**src/rtl/scaled_glyph_render_to_oled_bytes_unit_macros.svh**
```systemverilog
// Assertion macros used by the glyph renderer back end.
`ifndef SCALED_GLYPH_RENDER_TO_OLED_BYTES_UNIT_MACROS_SVH
`define SCALED_GLYPH_RENDER_TO_OLED_BYTES_UNIT_MACROS_SVH
`ifndef NO_ASSERTIONS
// Property must hold at every clock edge out of reset.
`define SGR_ASSERT_ALWAYS(lbl, expr, msg) \
    lbl: assert property (@(posedge clk) disable iff (!rst_n) (expr)) else $error(msg);
// Consequent must hold in the cycle after the antecedent.
`define SGR_ASSERT_NEXT(lbl, ante, cons, msg) \
    lbl: assert property (@(posedge clk) disable iff (!rst_n) (ante) |=> (cons)) \
        else $error(msg);
`else
`define SGR_ASSERT_ALWAYS(lbl, expr, msg)
`define SGR_ASSERT_NEXT(lbl, ante, cons, msg)
`endif
`endif

```
**src/rtl/sgr_pkg.sv**
```systemverilog
// Package: shared types, constants and the font table of the glyph renderer.
package sgr_pkg;

    localparam int DISPLAY_HEIGHT_DEF = 32;

    localparam logic [7:0] CTRL_CMD  = 8'h00;
    localparam logic [7:0] CTRL_DATA = 8'h40;
    localparam logic [7:0] CMD_COLS  = 8'h21;
    localparam logic [7:0] CMD_PAGES = 8'h22;
    localparam logic [7:0] BLOCK_BYTE = 8'hFF;

    localparam logic [1:0] SCALE_DOUBLE = 2'd2;
    localparam logic [6:0] GLYPH_BLOCK  = 7'd0;

    // One classified item as it travels from front to back.
    typedef struct packed {
        logic [6:0] glyph;
        logic       dbl;
        logic [6:0] col;
        logic [7:0] end_col;
        logic [1:0] page;
    } sgr_desc_t;

    // Queue head as seen by the back end.
    typedef struct packed {
        logic      valid;
        sgr_desc_t desc;
    } sgr_head_t;

    // 5x8 column font, column 0 in the top byte of each row.
    function automatic logic [7:0] font_byte(input logic [6:0] glyph, input logic [2:0] cidx);
        logic [39:0] r;
        logic [7:0]  b;
        case (glyph)
            7'd0:  r = 40'hFFFFFFFFFF;
            7'd1:  r = 40'h0000000000;
            7'd2:  r = 40'h000CBE0C00;
            7'd3:  r = 40'h0E06000E06;
            7'd4:  r = 40'h48FC48FC48;
            7'd5:  r = 40'h4856D42400;
            7'd6:  r = 40'hC62610C8C6;
            7'd7:  r = 40'h6C92AC40A0;
            7'd8:  r = 40'h000E060000;
            7'd9:  r = 40'h007C820000;
            7'd10: r = 40'h00827C0000;
            7'd11: r = 40'h107C387C10;
            7'd12: r = 40'h10107C1010;
            7'd13: r = 40'h00E0600000;
            7'd14: r = 40'h1010101010;
            7'd15: r = 40'h0060600000;
            7'd16: r = 40'h4020100804;
            7'd17: r = 40'h7CA2928A7C;
            7'd18: r = 40'h0084FE8000;
            7'd19: r = 40'hC4A292928C;
            7'd20: r = 40'h449292926C;
            7'd21: r = 40'h302824FE20;
            7'd22: r = 40'h5E92929262;
            7'd23: r = 40'h7894929260;
            7'd24: r = 40'h02E2120A06;
            7'd25: r = 40'h6C9292926C;
            7'd26: r = 40'h0C9292523C;
            7'd27: r = 40'h006C6C0000;
            7'd28: r = 40'h00EC6C0000;
            7'd29: r = 40'h1028448200;
            7'd30: r = 40'h4848484848;
            7'd31: r = 40'h0082442810;
            7'd32: r = 40'h0402B2120C;
            7'd33: r = 40'h7C82BAAA3C;
            7'd34: r = 40'hFC222222FC;
            7'd35: r = 40'hFE9292926C;
            7'd36: r = 40'h7C82828244;
            7'd37: r = 40'hFE8282827C;
            7'd38: r = 40'hFE92929282;
            7'd39: r = 40'hFE12121202;
            7'd40: r = 40'h7C829292F4;
            7'd41: r = 40'hFE101010FE;
            7'd42: r = 40'h0082FE8200;
            7'd43: r = 40'h608080807E;
            7'd44: r = 40'hFE10284482;
            7'd45: r = 40'hFE80808080;
            7'd46: r = 40'hFE040804FE;
            7'd47: r = 40'hFE040810FE;
            7'd48: r = 40'h7C8282827C;
            7'd49: r = 40'hFE1212120C;
            7'd50: r = 40'h7C82A242BC;
            7'd51: r = 40'hFE121232CC;
            7'd52: r = 40'h4C92929264;
            7'd53: r = 40'h0202FE0202;
            7'd54: r = 40'h7E8080807E;
            7'd55: r = 40'h3E4080403E;
            7'd56: r = 40'h7E8078807E;
            7'd57: r = 40'hC6281028C6;
            7'd58: r = 40'h0E10E0100E;
            7'd59: r = 40'hE2928A8600;
            7'd60: r = 40'h00FE828200;
            7'd61: r = 40'h0408102040;
            7'd62: r = 40'h008282FE00;
            7'd63: r = 40'h0804020408;
            7'd64: r = 40'h8080808080;
            7'd65: r = 40'h00060E0000;
            7'd66: r = 40'hC8A8A89800;
            7'd67: r = 40'h107C828200;
            7'd68: r = 40'h0000FF0000;
            7'd69: r = 40'h0082827C10;
            7'd70: r = 40'h0402040200;
            default: r = 40'h0000000000;
        endcase
        case (cidx)
            3'd0:    b = r[39:32];
            3'd1:    b = r[31:24];
            3'd2:    b = r[23:16];
            3'd3:    b = r[15:8];
            3'd4:    b = r[7:0];
            default: b = 8'h00;
        endcase
        return b;
    endfunction

    // Nibble bit i lands on byte bits 2i and 2i+1.
    function automatic logic [7:0] double_nibble(input logic [3:0] n);
        return {n[3], n[3], n[2], n[2], n[1], n[1], n[0], n[0]};
    endfunction

endpackage

```
**src/rtl/sgr_front.sv**
```systemverilog
// Front end: takes an item, folds the code and builds the draw descriptor.
module sgr_front (
    input  logic              in_valid,
    output logic              in_ready,
    input  logic [6:0]        character,
    input  logic [1:0]        scale,
    input  logic [6:0]        column,
    input  logic [4:0]        row,
    input  logic              queue_full,
    output logic              push,
    output sgr_pkg::sgr_desc_t desc
);

    logic [6:0] folded;
    logic       dbl;

    assign in_ready = !queue_full;
    assign push     = in_valid && !queue_full;
    assign dbl      = (scale == sgr_pkg::SCALE_DOUBLE);

    always_comb
    begin
        // lowercase to uppercase, codes above 'z' down by 25
        if (character inside {[7'd97:7'd122]})
        begin
            folded = character - 7'd32;
        end
        else if (character > 7'd122)
        begin
            folded = character - 7'd25;
        end
        else
        begin
            folded = character;
        end

        if (folded inside {[7'd32:7'd101]})
        begin
            desc.glyph = folded - 7'd31;
        end
        else
        begin
            desc.glyph = sgr_pkg::GLYPH_BLOCK;
        end

        desc.dbl     = dbl;
        desc.col     = column;
        desc.end_col = {1'b0, column} + (dbl ? 8'd9 : 8'd4);
        desc.page    = row[4:3];
    end

endmodule

```
**config.mk**
```make
export PLATFORM = sky130hd
export DESIGN_NAME = sgr_front
export DESIGN_NICKNAME = d
export VERILOG_FILES = /design/src/rtl/scaled_glyph_render_to_oled_bytes_unit_macros.svh /design/src/rtl/sgr_pkg.sv /design/src/rtl/sgr_front.sv
export SDC_FILE = /design/constraint.sdc
export NUM_CORES = 1
export LEC_CHECK = 0
export ABC_AREA = 1
export BUFFER_PORTS_ARGS = -buffer_cell sky130_fd_sc_hd__buf_2
export CAP_MARGIN = 20
export CORE_MARGIN = 2
export CORE_UTILIZATION = 41
export DETAILED_ROUTE_END_ITERATION = 10
export PLACE_DENSITY = 0.82
export SYNTH_ARGS = -nofsm -noshare
export SYNTH_HDL_FRONTEND = slang
export SYNTH_SLANG_ARGS = --single-unit
```
**constraint.sdc**
```tcl
create_clock -name vclk -period 2.5
set_clock_uncertainty 0.15 [all_clocks]
set_input_delay 0.5 -clock vclk [all_inputs]
set_output_delay 0.5 -clock vclk [all_outputs]
set_load 0.02 [all_outputs]
```
==> results.yml <==
sta:
  tightestPinTransition_ns: 0.450
  fin_crit_sh_pct: 110
  final_hold_viol_count: 0
  setup_viol: 7
  rsz0062_at_grt: "true"
  fmax_mhz: 365
  maxSlewViolCount: 0
  worst_slack_ns: -0.239
  fin_setup_tns_ns: -1.61
  fin_crit_ns: 2.74
  relSlewSlack_pct: 69.9
cells_and_area:
  antenna_cells: 0
  area_delta_synth_final_pct: 90.4
  drive_above_1_share_pct: 71.6
  fillers: 125
  multiInputGateArea_um2: 840
  fin_util_pct: 83.2
  clkbuf_count: 0
  final_common_cell: "buf_2"
  final_nets: 211
  seq_cell_count: 0
  final_cell_mix: "30 x buf_2, 26 x buf_4, 14 x nand2_1, 11 x inv_1, 9 x buf_6"
  ff_latch_area_um2: 0
yosys:
  yosys.area.top_type_share_pct: 16.6
  syn-mean-instance-area_um2: 6.39
  synth_warnings: 0
  syn_area_um2: 754
  synth_cells: 118
  syn_nets: 151
  seq_area_frac_synth_pct: 0
  yosysUniqueCellTypes: 24
  synth.largest_area_cell: "ha_1"
  synth.area.top_cells: "ha_1 17%, buf_4 10%, nand2_1 8.5%"
routing:
  routed_via_density: 4.90
  first_pass_iters: 4
  vias: 984
  post_drt_wl_per_cell_um: 13.6
  wl_mm: 2.73
  drt_iter0_markers: 10
  antenna_left: 0
  drcViolationCount: 0
pwr:
  power.leakage_nw: 0.706
  max-vdd-ir-drop_uv: 173
  powerDensity_nw_per_um2: 238
critical_path:
  crit_fanout: 6
  crit_type: "in2out"
  crit_path_end_kind: "primary output"
  crit_required_ns: 1.85
  start_kind: "input port"
  worst_ep_arrival_time_ns: 2.09
floorplanning:
  start_util_pct: 43.7
  die_h_um: 46.9
  fp.dieW_um: 46.9
  fp.dieArea_um2: 2200
  row_count: 15
  coreArea_um2: 1730
  num_io_pins: 50
flow_run:
  drv_cap: 0
min_path:
  hold_path_class: "in2out"
  hold-path-endpoint: "desc[1]"
  min_from: "row[4]"
  whs_path_depth: 0
grt:
  busiest_layer: "met2"
  met1_usage_pct: 17.1
  grt_pass1_vias: 944
  antenna_found_initial: 0
  globalRouteMet2Util_pct: 51.8
  grt_usage_pct: 21.5
  grt_use_met3_pct: 1.54
  grt_pass1_wl_mm: 3.51
  grt_max_degree: 7
  grt-ovfl-total: 0
run_status:
  status: "complete, but fails checks"
  violations: "negative setup slack"
place:
  gp_congestion: 0.839
  dp_hpwl_mm: 1.78
  numPortBuffers: 43
==> area by class of cell <==
class                           instances  area share, %
Multi-Input combinational cell         89           58.4
Tap cell                               25           2.18
Timing Repair Buffer                   68           33.7
Inverter                               19           5.66
==> logic make-up (layout without fill, tap and decap cells) <==
group	Yosys count	in the layout	share of synthesized area, %
XOR/XNOR	9	9	10.4
adder cells (fa/ha/maj)	10	10	16.6
AND/OR/NAND/NOR	61	61	46.3
AO/OA/AOI/OAI	9	9	7.30
buffers and inverters	29	87	19.4
==> synthesized netlist by cell type <==
cell type  number
xor2_1          7
ha_1           10
nor3b_1         1
nand3_2         2
nand3_1        11
nand2_2         7
o21ai_1         1
o21ai_2         1
nand2_4         3
a31o_2          1
nor2_2          8
nor2_1          8
o211ai_1        1
xnor2_1         2
nand2_1        17
inv_1          15
o21ai_0         1
buf_4          10
inv_2           3
nand4_4         1
a21oi_1         4
nand4_1         2
nor2_4          1
clkinv_1        1
==> critical path, cell delays in order <==
cell	delay, ns
buf_2	0.12
buf_4	0.15
nor2_2	0.17
nand4_1	0.13
nand2_1	0.15
nand2_4	0.08
o211ai_1	0.39
nand2_8	0.15
nor2_4	0.11
buf_6	0.12
==> worst max path at each step <==
stage | cells after the start | slack [ns] | endpoint | startpoint
6_report | 10 | -0.24 | desc[21] | character[3]
5_1_grt | 14 | -0.32 | desc[22] | character[0]
3_3_place_gp | 16 | -0.23 | desc[22] | character[0]
3_5_place_dp | 16 | -0.28 | desc[22] | character[0]
4_1_cts | 16 | -0.19 | desc[18] | character[0]
2_1_floorplan | 14 | -0.008 | desc[24] | character[5]
==> power by group <==
part	switching, mW	internal, mW
combinational	0.189	0.152
sequential	0	0
clock	0	0
total	0.189	0.152
==> metal layers <==
| metal | vias up | routed length (um) |
|---|---|---|
| met5 | - | 0 |
| met2 | 38 | 1660 |
| met3 | 10 | 91 |
| met4 | 0 | 102 |
| met1 | 454 | 872 |
| li1 | 482 | - |
==> per-stage QoR <==
step	setup slack, ns	total power [mW]	hold WS [ns]	area (um^2)	cells
3_5_place_dp	-0.285	0.270	0.850	1160	198
5_1_grt	-0.320	0.366	0.850	1440	201
3_3_place_gp	-0.234	0.260	0.850	1160	198
2_1_floorplan	-0.00756	0.183	0.927	825	118
6_report	-0.239	0.341	0.850	1440	201
4_1_cts	-0.186	0.317	0.850	1330	199
==> repair_timing <==
action	in CTS	in global routing
setup buffers	1	2
resized for setup	41	22
endpoints found under the setup margin	9	10
pin swaps	17	12
hold buffers	0	0
Power figures use the tool's default switching activity.
