**src/rtl/scaled_glyph_render_to_oled_bytes_unit_macros.svh**
```systemverilog
// Assertion macros used by the glyph renderer back end.
`ifndef SCALED_GLYPH_RENDER_TO_OLED_BYTES_UNIT_MACROS_SVH
`define SCALED_GLYPH_RENDER_TO_OLED_BYTES_UNIT_MACROS_SVH
`ifndef NO_ASSERTIONS
// Property must hold at every clock edge out of reset.
`define SGR_ASSERT_ALWAYS(lbl, expr, msg) \
    lbl: assert property (@(posedge clk) disable iff (!rst_n) (expr)) else $error(msg);
// Consequent must hold in the cycle after the antecedent.
`define SGR_ASSERT_NEXT(lbl, ante, cons, msg) \
    lbl: assert property (@(posedge clk) disable iff (!rst_n) (ante) |=> (cons)) \
        else $error(msg);
`else
`define SGR_ASSERT_ALWAYS(lbl, expr, msg)
`define SGR_ASSERT_NEXT(lbl, ante, cons, msg)
`endif
`endif

```
**src/rtl/sgr_pkg.sv**
```systemverilog
// Package: shared types, constants and the font table of the glyph renderer.
package sgr_pkg;

    localparam int DISPLAY_HEIGHT_DEF = 32;

    localparam logic [7:0] CTRL_CMD  = 8'h00;
    localparam logic [7:0] CTRL_DATA = 8'h40;
    localparam logic [7:0] CMD_COLS  = 8'h21;
    localparam logic [7:0] CMD_PAGES = 8'h22;
    localparam logic [7:0] BLOCK_BYTE = 8'hFF;

    localparam logic [1:0] SCALE_DOUBLE = 2'd2;
    localparam logic [6:0] GLYPH_BLOCK  = 7'd0;

    // One classified item as it travels from front to back.
    typedef struct packed {
        logic [6:0] glyph;
        logic       dbl;
        logic [6:0] col;
        logic [7:0] end_col;
        logic [1:0] page;
    } sgr_desc_t;

    // Queue head as seen by the back end.
    typedef struct packed {
        logic      valid;
        sgr_desc_t desc;
    } sgr_head_t;

    // 5x8 column font, column 0 in the top byte of each row.
    function automatic logic [7:0] font_byte(input logic [6:0] glyph, input logic [2:0] cidx);
        logic [39:0] r;
        logic [7:0]  b;
        case (glyph)
            7'd0:  r = 40'hFFFFFFFFFF;
            7'd1:  r = 40'h0000000000;
            7'd2:  r = 40'h000CBE0C00;
            7'd3:  r = 40'h0E06000E06;
            7'd4:  r = 40'h48FC48FC48;
            7'd5:  r = 40'h4856D42400;
            7'd6:  r = 40'hC62610C8C6;
            7'd7:  r = 40'h6C92AC40A0;
            7'd8:  r = 40'h000E060000;
            7'd9:  r = 40'h007C820000;
            7'd10: r = 40'h00827C0000;
            7'd11: r = 40'h107C387C10;
            7'd12: r = 40'h10107C1010;
            7'd13: r = 40'h00E0600000;
            7'd14: r = 40'h1010101010;
            7'd15: r = 40'h0060600000;
            7'd16: r = 40'h4020100804;
            7'd17: r = 40'h7CA2928A7C;
            7'd18: r = 40'h0084FE8000;
            7'd19: r = 40'hC4A292928C;
            7'd20: r = 40'h449292926C;
            7'd21: r = 40'h302824FE20;
            7'd22: r = 40'h5E92929262;
            7'd23: r = 40'h7894929260;
            7'd24: r = 40'h02E2120A06;
            7'd25: r = 40'h6C9292926C;
            7'd26: r = 40'h0C9292523C;
            7'd27: r = 40'h006C6C0000;
            7'd28: r = 40'h00EC6C0000;
            7'd29: r = 40'h1028448200;
            7'd30: r = 40'h4848484848;
            7'd31: r = 40'h0082442810;
            7'd32: r = 40'h0402B2120C;
            7'd33: r = 40'h7C82BAAA3C;
            7'd34: r = 40'hFC222222FC;
            7'd35: r = 40'hFE9292926C;
            7'd36: r = 40'h7C82828244;
            7'd37: r = 40'hFE8282827C;
            7'd38: r = 40'hFE92929282;
            7'd39: r = 40'hFE12121202;
            7'd40: r = 40'h7C829292F4;
            7'd41: r = 40'hFE101010FE;
            7'd42: r = 40'h0082FE8200;
            7'd43: r = 40'h608080807E;
            7'd44: r = 40'hFE10284482;
            7'd45: r = 40'hFE80808080;
            7'd46: r = 40'hFE040804FE;
            7'd47: r = 40'hFE040810FE;
            7'd48: r = 40'h7C8282827C;
            7'd49: r = 40'hFE1212120C;
            7'd50: r = 40'h7C82A242BC;
            7'd51: r = 40'hFE121232CC;
            7'd52: r = 40'h4C92929264;
            7'd53: r = 40'h0202FE0202;
            7'd54: r = 40'h7E8080807E;
            7'd55: r = 40'h3E4080403E;
            7'd56: r = 40'h7E8078807E;
            7'd57: r = 40'hC6281028C6;
            7'd58: r = 40'h0E10E0100E;
            7'd59: r = 40'hE2928A8600;
            7'd60: r = 40'h00FE828200;
            7'd61: r = 40'h0408102040;
            7'd62: r = 40'h008282FE00;
            7'd63: r = 40'h0804020408;
            7'd64: r = 40'h8080808080;
            7'd65: r = 40'h00060E0000;
            7'd66: r = 40'hC8A8A89800;
            7'd67: r = 40'h107C828200;
            7'd68: r = 40'h0000FF0000;
            7'd69: r = 40'h0082827C10;
            7'd70: r = 40'h0402040200;
            default: r = 40'h0000000000;
        endcase
        case (cidx)
            3'd0:    b = r[39:32];
            3'd1:    b = r[31:24];
            3'd2:    b = r[23:16];
            3'd3:    b = r[15:8];
            3'd4:    b = r[7:0];
            default: b = 8'h00;
        endcase
        return b;
    endfunction

    // Nibble bit i lands on byte bits 2i and 2i+1.
    function automatic logic [7:0] double_nibble(input logic [3:0] n);
        return {n[3], n[3], n[2], n[2], n[1], n[1], n[0], n[0]};
    endfunction

endpackage

```
**src/rtl/sgr_queue.sv**
```systemverilog
// Two-entry descriptor queue between front and back.
module sgr_queue (
    input  logic               clk,
    input  logic               rst_n,
    input  logic               push,
    input  sgr_pkg::sgr_desc_t push_desc,
    output logic               full,
    input  logic               pop,
    output sgr_pkg::sgr_head_t head
);

    sgr_pkg::sgr_desc_t entry_reg [2];
    logic       wr_ptr_reg, wr_ptr_next;
    logic       rd_ptr_reg, rd_ptr_next;
    logic [1:0] count_reg, count_next;
    logic       do_pop;

    assign full       = (count_reg == 2'd2);
    assign head.valid = (count_reg != 2'd0);
    assign head.desc  = entry_reg[rd_ptr_reg];
    assign do_pop     = pop && head.valid;

    always_comb
    begin
        wr_ptr_next = push ? !wr_ptr_reg : wr_ptr_reg;
        rd_ptr_next = do_pop ? !rd_ptr_reg : rd_ptr_reg;
        count_next  = count_reg + {1'b0, push} - {1'b0, do_pop};
    end

    always_ff @(posedge clk or negedge rst_n)
    begin
        if (!rst_n)
        begin
            wr_ptr_reg <= 1'b0;
            rd_ptr_reg <= 1'b0;
            count_reg  <= 2'd0;
        end
        else
        begin
            wr_ptr_reg <= wr_ptr_next;
            rd_ptr_reg <= rd_ptr_next;
            count_reg  <= count_next;
        end
    end

    always_ff @(posedge clk)
    begin
        if (push)
        begin
            entry_reg[wr_ptr_reg] <= push_desc;
        end
    end

endmodule

```
**config.mk**
```make
export PLATFORM = sky130hd
export DESIGN_NAME = sgr_queue
export DESIGN_NICKNAME = d
export VERILOG_FILES = /design/src/rtl/scaled_glyph_render_to_oled_bytes_unit_macros.svh /design/src/rtl/sgr_pkg.sv /design/src/rtl/sgr_queue.sv
export SDC_FILE = /design/constraint.sdc
export NUM_CORES = 1
export LEC_CHECK = 0
export BUFFER_PORTS_ARGS = -buffer_cell sky130_fd_sc_hd__buf_2
export CAP_MARGIN = 30
export CORE_AREA = 4 4 70 72
export DETAILED_ROUTE_END_ITERATION = 6
export DIE_AREA = 0 0 74 76
export PLACE_DENSITY = 0.75
export RECOVER_POWER = 25
export SYNTH_ARGS = -nofsm -noshare
export SYNTH_HDL_FRONTEND = slang
export SYNTH_SLANG_ARGS = --single-unit
```
**constraint.sdc**
```tcl
create_clock -name clk -period 2.8 [get_ports clk]
set_input_delay 0.56 -clock clk [delete_from_list [all_inputs] [get_ports clk]]
set_output_delay 0.56 -clock clk [all_outputs]
set_load 0.01 [all_outputs]
```
==> results.yml, run 1 <==
status:
  status: "complete, no violations"
drt:
  vias_per_cell: 4.81
  detail-route-antenna-nets: 0
  wire_per_inst_um: 15.1
  drc: 0
  firstDrtPassIters: 4
  wirelength_mm: 3.17
  vias: 1010
  drt_iter0_drc: 53
placed_design:
  placed_area_um2: 2430
  dp_slack_ns: 0.877
  io_buffer_count: 55
  place_inst: 202
  gp_congestion: 0.643
  dp_hpwl_mm: 2.35
final_layout:
  final_cell_mix: "edfxtp_1, buf_2, mux2_4"
  final_cell_area_um2: 2530
  final_core_util_pct: 59.0
  drive_gt1_share_pct: 55.1
  n_antenna_cell: 0
  largest_reg_flops: 50
  fillers: 307
  final_common_cell: "edfxtp_1"
  multi_input_area_um2: 448
  syn_to_final_growth_pct: 20.3
  nets: 188
  regArea_um2: 1600
  instances_no_fill: 210
worst_setup_path:
  required_ns: 2.24
  critPathCaptureType: "primary output"
  cp.arrival_ns: 1.68
  path_class: "register to primary output"
  cp-start-kind: "register"
  crit_fanout: 17
sta:
  fin_tns_setup_ns: 0
  slew_viol_final: 0
  period_share_pct: 79.8
  clock_skew_ns: 0.00325
  fmax_mhz: 447
  tightest_slew_ns: 0.521
  slew_headroom_pct: 65.3
  grt_setup_unrepaired: "false"
  holdWs_ns: 0.0855
  finalHoldViolCount: 0
  finalSetupViolations: 0
  worst_slack_ns: 0.564
  min_period_ns: 2.24
power_and_ir_drop:
  power_density_nw_per_um2: 974
  cellLeakagePower_nw: 1.02
  vdd_ir_drop_max_mv: 0.584
  p_total_mw: 2.47
clock_network:
  numCtsBuffers: 5
  insertion_delay_ns: 0.29
  cts_setup_buffers: 0
  cts_resized: 0
  cts_sinks: 54
  root_buffer: "clkbuf_8"
  cts_buffer_depth: 2
  cts_hold_buf: 0
  clk_pin_slew_ns: 0.08
  htreeDepth: 2
  cts_tree: "built"
yosys:
  ys_ff_latch: 54
  synthCells: 95
  netlist_area_um2: 2110
  yosys_warnings: 0
  synth.avg_cell_area_um2: 22.2
  synth.distinct_cells: 14
  seq_area_frac_synth_pct: 76.1
  syn-num-nets: 126
floorplanning:
  die_area_um2: 5620
  fp.dieW_um: 74
  start_util_pct: 49.0
  rows: 24
  core_region_area_um2: 4290
  boundaryPins: 56
  die_h_um: 76
run:
  drv_cap: 0
global_routing:
  overflow: 0
  grt_pass1_vias: 1029
  grt_max_degree: 26
  antenna_found_initial: 0
  grtUsageTotal_pct: 12.0
  grt_pass1_wl_mm: 4.91
worst_hold_path:
  worstHoldPathType: "primary input to async pin"
-- critical path, cell delays in order, from the launching register on --
cell and delay (ns):
dfrtp_1 0.68, buf_12 0.25, mux2_4 0.31, buf_2 0.14
-- cell usage after synthesis (all sizes together) --
cell type	n	share of area (%)
edfxtp	50	71
mux2	25	17
dfrtp	4	4.8
buf	3	2.4
ha	2	1.2
inv	2	0.36
nor2b	2	0.59
xnor2	2	0.83
xor2	2	0.83
and2	1	0.30
o21a	1	0.36
or2	1	0.30
-- final timing paths --
kind,start,end,slack [ns],cells past startpoint
min in group clk,push_desc[7],entry_reg[1][7],0.45,1
setup reg to reg,count_reg[1],count_reg[1],1.29,6
hold / removal,rst_n,count_reg[1],0.09,1
max in group asynchronous,rst_n,wr_ptr_reg,2.52,1
setup / recovery,rd_ptr_reg,head[20],0.56,3
hold reg to reg,wr_ptr_reg,wr_ptr_reg,0.52,1
-- metal layers --
metal	vias to the layer above	wire length, µm	global-route usage [%]
li1	486	-	-
met1	481	1130	13.3
met2	38	1680	20.4
met3	5	321	4.09
met4	0	40	4.89
met5	-	0	0
-- where the power goes --
part           switching [mW]  internal, mW  leakage (nW)
Sequential             0.0896          1.08         0.516
Clock                   0.220         0.263        0.0579
Combinational           0.372         0.445         0.451
-- final cells by class --
| type | instances | share of cell area [%] |
|---|---|---|
| clock buffer | 5 | 2.72 |
| clock inverter | 3 | 1.58 |
| tap | 52 | 2.57 |
| sequential | 54 | 63.2 |
| inverter | 2 | 0.296 |
| timing repair buffer | 58 | 12.0 |
| multi-input combinational | 36 | 17.7 |
-- logic make-up after synthesis --
| logic type | count (synthesis) | share of synthesized area, % |
|---|---|---|
| flip-flops | 54 | 76.1 |
| AND/OR/NAND/NOR | 4 | 1.19 |
| XOR/XNOR | 4 | 1.66 |
| AO/OA/AOI/OAI | 1 | 0.357 |
| multiplexers | 25 | 16.8 |
| buffers and inverters | 5 | 2.79 |
| adder cells (fa/ha/maj) | 2 | 1.19 |
No activity file was read; power rests on OpenSTA's default activity.
==> inputs of run 2 (changes only) <==
--- a/config.mk
+++ b/config.mk
@@ -5,12 +5,13 @@
 export SDC_FILE = /design/constraint.sdc
 export NUM_CORES = 1
 export LEC_CHECK = 0
+export ABC_AREA = 1
 export BUFFER_PORTS_ARGS = -buffer_cell sky130_fd_sc_hd__buf_2
 export CAP_MARGIN = 30
-export CORE_AREA = 4 4 70 72
+export CORE_AREA = 4 4 73 75
 export DETAILED_ROUTE_END_ITERATION = 6
-export DIE_AREA = 0 0 74 76
-export PLACE_DENSITY = 0.75
+export DIE_AREA = 0 0 77 79
+export PLACE_DENSITY = 0.72
 export RECOVER_POWER = 25
 export SYNTH_ARGS = -nofsm -noshare
 export SYNTH_HDL_FRONTEND = slang
==> constraint.sdc (replaced) <==
create_clock -name clk -period 2.05 [get_ports clk]
set_input_delay 0.41 -clock clk [delete_from_list [all_inputs] [get_ports clk]]
set_output_delay 0.41 -clock clk [all_outputs]
set_load 0.01 [all_outputs]
==> run 2 against run 1 <==
Compared with the run above:
- synthesized cell count up 68%
- final cell count up 31%
- hold slack improved by 0.22 ns
- via count is 23% higher
- clock power increased by 6.0%
- clock skew increased by 0.0028 ns
- worst setup slack worse by 0.24 ns
- flip-flop and latch count unchanged
- non-clock buffer count grew 2
- sequential power increased by 36%
- critical path depth up 1
- critical endpoint is now head[11]
- largest cell class unchanged
==> results.yml, run 2 <==
drt:
  wire_per_inst_um: 11.5
  drc: 0
  vias_per_cell: 4.49
  vias: 1238
  drt_iter0_drc: 50
  met2_length_mm: 1.72
  highest_layer: "met4"
  wirelength_mm: 3.18
  met3_length_um: 304
  firstDrtPassIters: 4
  m1WireLength_mm: 1.11
  detail-route-antenna-nets: 0
global_routing:
  grt_max_degree: 27
  grtUsageTotal_pct: 11.5
  overflow: 0
  antenna_found_initial: 0
  grt_pass1_vias: 1274
  grt_pass1_wl_mm: 5.29
floorplanning:
  die_area_um2: 6080
  boundaryPins: 56
  fp.dieW_um: 77
  rows: 25
  die_h_um: 79
  start_util_pct: 44.7
  core_region_area_um2: 4660
sta:
  tightest_slew_ns: 0.397
  finalSetupViolations: 0
  fmax_mhz: 580
  grt_setup_unrepaired: "false"
  slew_headroom_pct: 73.5
  period_share_pct: 84.2
  clock_skew_ns: 0.00601
  min_period_ns: 1.73
  worst_slack_ns: 0.325
  finalHoldViolCount: 0
  slew_viol_final: 0
  fin_tns_setup_ns: 0
worst_setup_path:
  required_ns: 1.64
  cpPeakStageDelay_ns: 0.55
  r2r_cells: 9
  cpLargestDelayFamily: "flip-flops"
  cp-start-kind: "register"
  r2r_setup_slack_ns: 0.62
  crit_buf_inv: 2
  worst_path_most_repeated_cell: "nand2_1"
  crit_fanout: 26
  cpMaxStageDelayCell: "dfrtp_2"
  r2r-start: "count_reg[1]"
  critPathCaptureType: "primary output"
  path_class: "register to primary output"
  crit_chain: "inv_8 -> nand2_1 -> nand2_1 -> buf_2"
  r2r-end: "count_reg[1]"
  cp.arrival_ns: 1.32
run:
  drv_cap: 0
yosys:
  synth_top_area_share_pct: 72.1
  seq_area_frac_synth_pct: 76.9
  yosysMostFrequentCell: "nand2_1"
  async_flop_share_pct: 7.41
  syn-num-nets: 191
  yosys_warnings: 0
  ys_ff_latch: 54
  synth.avg_cell_area_um2: 13.0
  synth.area.top_cells: "edfxtp_1, nand2_1, dfrtp_1"
  synth.distinct_cells: 13
  synth_top_cell_by_area: "edfxtp_1"
  synthTopCellsByCount: "nand2_1, edfxtp_1, inv_1, nand2_2, dfrtp_1"
  synthCells: 160
  netlist_area_um2: 2080
  synth_flop_cell: "edfxtp_1"
  synth-edff-count: 50
final_layout:
  n_antenna_cell: 0
  drive_gt1_share_pct: 32.4
  final_cell_mix: "nand2_1, buf_2, edfxtp_1"
  final_common_cell: "nand2_1"
  nets: 253
  largest_reg_flops: 50
  syn_to_final_growth_pct: 20.7
clock_network:
  numCtsBuffers: 5
  cts_tree: "built"
  cts_buffer_depth: 2
  insertion_delay_ns: 0.29
  cts_sinks: 54
  root_buffer: "clkbuf_8"
  cts_setup_buffers: 0
  htreeDepth: 2
  clk_pin_slew_ns: 0.08
worst_hold_path:
  hp-start: "push_desc[4]"
  worstHoldPathType: "primary input to register"
  whs_path_depth: 1
  min_to: "entry_reg[1][4]"
power_and_ir_drop:
  cellLeakagePower_nw: 1.13
  vdd_ir_drop_max_mv: 0.560
  power_density_nw_per_um2: 1280
placed_design:
  dp_slack_ns: 0.404
  io_buffer_count: 55
  dp_hpwl_mm: 2.34
  gp_congestion: 0.731
status:
  status: "complete, no violations"
## run 2: cell types whose count changed in the layout (fill, tap and decap cells not counted), sizes merged, moves of 4 or more
| cell | previous run | this run |
|---|---|---|
| nand2 | 0 | 85 |
| mux2 | 25 | 0 |
| buf | 52 | 59 |
| inv | 2 | 9 |
| clkbuf | 11 | 7 |
## run 2: kinds of logic (layout without fill, tap and decap cells)
| group | after synthesis | after routing | synth area share (%) |
|---|---|---|---|
| DFF | 54 | 54 | 76.9 |
| and+or+nand+nor | 89 | 89 | 16.8 |
| adders and majority gates | 2 | 2 | 1.20 |
| xor gates and xnor gates | 1 | 1 | 0.421 |
| buffers and inverters | 14 | 76 | 4.69 |
## run 2: power breakdown
group	internal [mW]	leakage [nW]	switching, mW
clock	0.235	0.0383	0.277
combinational	0.440	0.578	0.681
sequential	1.47	0.516	0.117
## run 2: cell type report
cell class	count	area, µm²
clock buffer	7	76.3
tap	54	67.6
sequential	54	1600
inverter	9	41.3
multi-input combinational	92	385
timing repair buffer	60	340
fill	394	2150
## run 2: what timing repair did
action                     in CTS  in global routing
resized for setup               0                  1
hold endpoints to repair        4                  0
hold buffers                    1                  0
setup endpoints to repair       0                 25
## run 2: worst max-delay path by stage
stage,cells past startpoint,startpoint,slack [ns],to
2_1_floorplan,2,push,0.14,entry_reg[0][0]
3_3_place_gp,4,rd_ptr_reg,0.43,head[15]
3_5_place_dp,4,rd_ptr_reg,0.40,head[11]
4_1_cts,4,rd_ptr_reg,0.07,head[11]
5_1_grt,4,rd_ptr_reg,0.18,head[17]
6_report,4,rd_ptr_reg,0.32,head[11]
## run 2: metal layers
layer	vias up	global-route usage, %
met1	548	9.85
li1	646	-
met3	6	5.33
met4	0	4.27
met5	-	0
met2	38	22.7
## run 2: stage by stage
| step | utilization (%) | power (mW) | std cells | hold slack [ns] | area, µm² |
|---|---|---|---|---|---|
| 3_5_place_dp | 52.1 | 2.77 | 268 | 0.228 | 2430 |
| 4_1_cts | 53.9 | 3.28 | 276 | 0.294 | 2510 |
| 2_1_floorplan | - | 2.35 | 160 | 0.114 | 2080 |
| 5_1_grt | 53.9 | 3.50 | 276 | 0.284 | 2510 |
| 3_3_place_gp | 52.1 | 2.74 | 268 | 0.224 | 2430 |
| 6_report | 53.9 | 3.22 | 276 | 0.305 | 2510 |
==> inputs of run 3 (changes only) <==
--- a/config.mk
+++ b/config.mk
@@ -8,10 +8,10 @@
 export ABC_AREA = 1
 export BUFFER_PORTS_ARGS = -buffer_cell sky130_fd_sc_hd__buf_2
 export CAP_MARGIN = 30
-export CORE_AREA = 4 4 73 75
+export CORE_AREA = 4 4 69 71
 export DETAILED_ROUTE_END_ITERATION = 6
-export DIE_AREA = 0 0 77 79
-export PLACE_DENSITY = 0.72
+export DIE_AREA = 0 0 73 75
+export PLACE_DENSITY = 0.77
 export RECOVER_POWER = 25
 export SYNTH_ARGS = -nofsm -noshare
 export SYNTH_HDL_FRONTEND = slang
==> constraint.sdc (replaced) <==
create_clock -name clk -period 1.6 [get_ports clk]
set_input_delay 0.32 -clock clk [delete_from_list [all_inputs] [get_ports clk]]
set_output_delay 0.32 -clock clk [all_outputs]
set_load 0.01 [all_outputs]
==> run 3 against run 2 <==
Compared with the run above:
- hold slack lost 0.10 ns
- sequential power grew 26%
- critical endpoint is now head[16]
- count of clock-buffer cells in the layout shrank 2
- critical path depth is the same
- largest cell class unchanged
- non-clock buffer count grew 3
- via count grew 5.3%
==> results.yml, run 3 (synthesis gave the netlist of run 2 again) <==
worst_hold_path:
  worstHoldPathType: "primary input to register"
  whs_path_depth: 1
sta:
  slew_headroom_pct: 82.9
  holdWs_ns: 0.204
  finalHoldViolCount: 0
  fmax_mhz: 656
  grt_setup_unrepaired: "true"
  min_period_ns: 1.52
  finalSetupViolations: 0
  period_share_pct: 95.2
  clock_skew_ns: 0.00515
  worst_slack_ns: 0.0766
  slew_viol_final: 0
  tightest_slew_ns: 0.257
  fin_tns_setup_ns: 0
drt:
  wirelength_mm: 3.53
  drt_iter0_drc: 54
  wire_per_inst_um: 12.7
  detail-route-antenna-nets: 0
  drc: 0
  vias_per_cell: 4.69
  vias: 1303
  firstDrtPassIters: 4
final_layout:
  syn_to_final_growth_pct: 22.4
  final_cell_mix: "nand2_1, edfxtp_1, buf_2"
  n_antenna_cell: 0
  nets: 256
  largest_reg_flops: 50
  final_core_util_pct: 60.2
  drive_gt1_share_pct: 31.9
  final_common_cell: "nand2_1"
  final_cell_area_um2: 2550
floorplanning:
  start_util_pct: 49.2
  die_area_um2: 5480
  core_region_area_um2: 4230
  die_h_um: 75
  rows: 24
  boundaryPins: 56
  fp.dieW_um: 73
power_and_ir_drop:
  vdd_ir_drop_max_mv: 0.840
  power_density_nw_per_um2: 1720
  cellLeakagePower_nw: 1.14
clock_network:
  cts_tree: "built"
  root_buffer: "clkbuf_8"
  numCtsBuffers: 5
  cts_setup_buffers: 0
  cts_sinks: 54
  cts_buffer_depth: 2
  insertion_delay_ns: 0.30
  htreeDepth: 2
  clk_pin_slew_ns: 0.09
global_routing:
  grt_max_degree: 27
  antenna_found_initial: 0
  grt_pass1_wl_mm: 5.66
  overflow: 0
  grtUsageTotal_pct: 14.0
  grt_pass1_vias: 1320
placed_design:
  placed_area_um2: 2420
  gp_congestion: 0.698
  dp_hpwl_mm: 2.54
  dp_slack_ns: 0.197
  io_buffer_count: 55
run:
  drv_cap: 0
worst_setup_path:
  worst_path_most_repeated_cell: "nand2_1"
  endpoint: "head[16]"
  required_ns: 1.28
  crit_chain: "clkinv_8 -> nand2_1 -> nand2_1 -> buf_2"
  cpPeakStageDelay_ns: 0.47
  r2r-end: "count_reg[1]"
  cp-start-kind: "register"
  cpMaxStageDelayCell: "dfrtp_2"
  r2r_setup_slack_ns: 0.19
  startpoint: "rd_ptr_reg"
  path_class: "register to primary output"
  r2r_cells: 9
  cp.arrival_ns: 1.20
  crit_fanout: 26
  r2r-start: "count_reg[1]"
  critPathCaptureType: "primary output"
status:
  status: "complete, no violations"
==> run 3: cell count changes in the layout (fill, tap and decap cells not counted), sizes merged <==
| cell | change |
|---|---|
| clkinv | +3 |
| buf | -4 |
| clkbuf | +5 |
| bufinv | +1 |
| inv | -1 |
==> run 3: cell type report <==
type	count	area, µm²
repair buffers	63	337
multi-input cells	92	388
well taps	52	65.1
flip-flops and latches	54	1600
fillers	372	1690
inverters	9	46.3
clock inverters	3	40.0
clock buffers	5	68.8
==> run 3: where the power goes <==
part,internal [mW],leakage (nW),switching (mW)
registers,1.89,0.516,0.114
logic,0.571,0.570,0.940
clock network,0.460,0.0579,0.402
==> run 3: worst min path at each step <==
| stage | from | end | slack, ns |
|---|---|---|---|
| after floorplan | rst_n | count_reg[0] | 0.02 |
| after global placement | rst_n | count_reg[0] | 0.13 |
| after detailed placement | rst_n | count_reg[0] | 0.13 |
| after CTS | push_desc[24] | entry_reg[0][24] | 0.20 |
| after global routing | push_desc[1] | entry_reg[0][1] | 0.19 |
| final | push_desc[3] | entry_reg[0][3] | 0.20 |
==> run 3: per-stage QoR <==
stage	cells	total power, mW
3_3_place_gp	269	3.51
2_1_floorplan	160	3.01
4_1_cts	278	4.42
6_report	278	4.37
5_1_grt	278	4.70
3_5_place_dp	269	3.56
==> run 3: metal layers <==
layer  global-route usage, %  vias up  wire length [µm]  part of all wire (%)
met3                    4.41        6               212                   6.0
met5                       0        -                 0                     0
li1                        -      652                 -                     -
met1                    15.2      607              1360                    39
met4                    5.53        0                50                   1.4
met2                    25.4       38              1900                    54
==> run 3: worst max-delay path, delay by kind of cell (launching register included) <==
family                 cells  cell delay, ns
buffers and inverters      2            0.30
DFF                        1            0.47
and+or+nand+nor            2            0.15
==> run 3: what timing repair did <==
item	CTS	global route
hold endpoints to repair	4	0
hold buffers	1	0
resized for setup	1	4
endpoints found under the setup margin	13	10
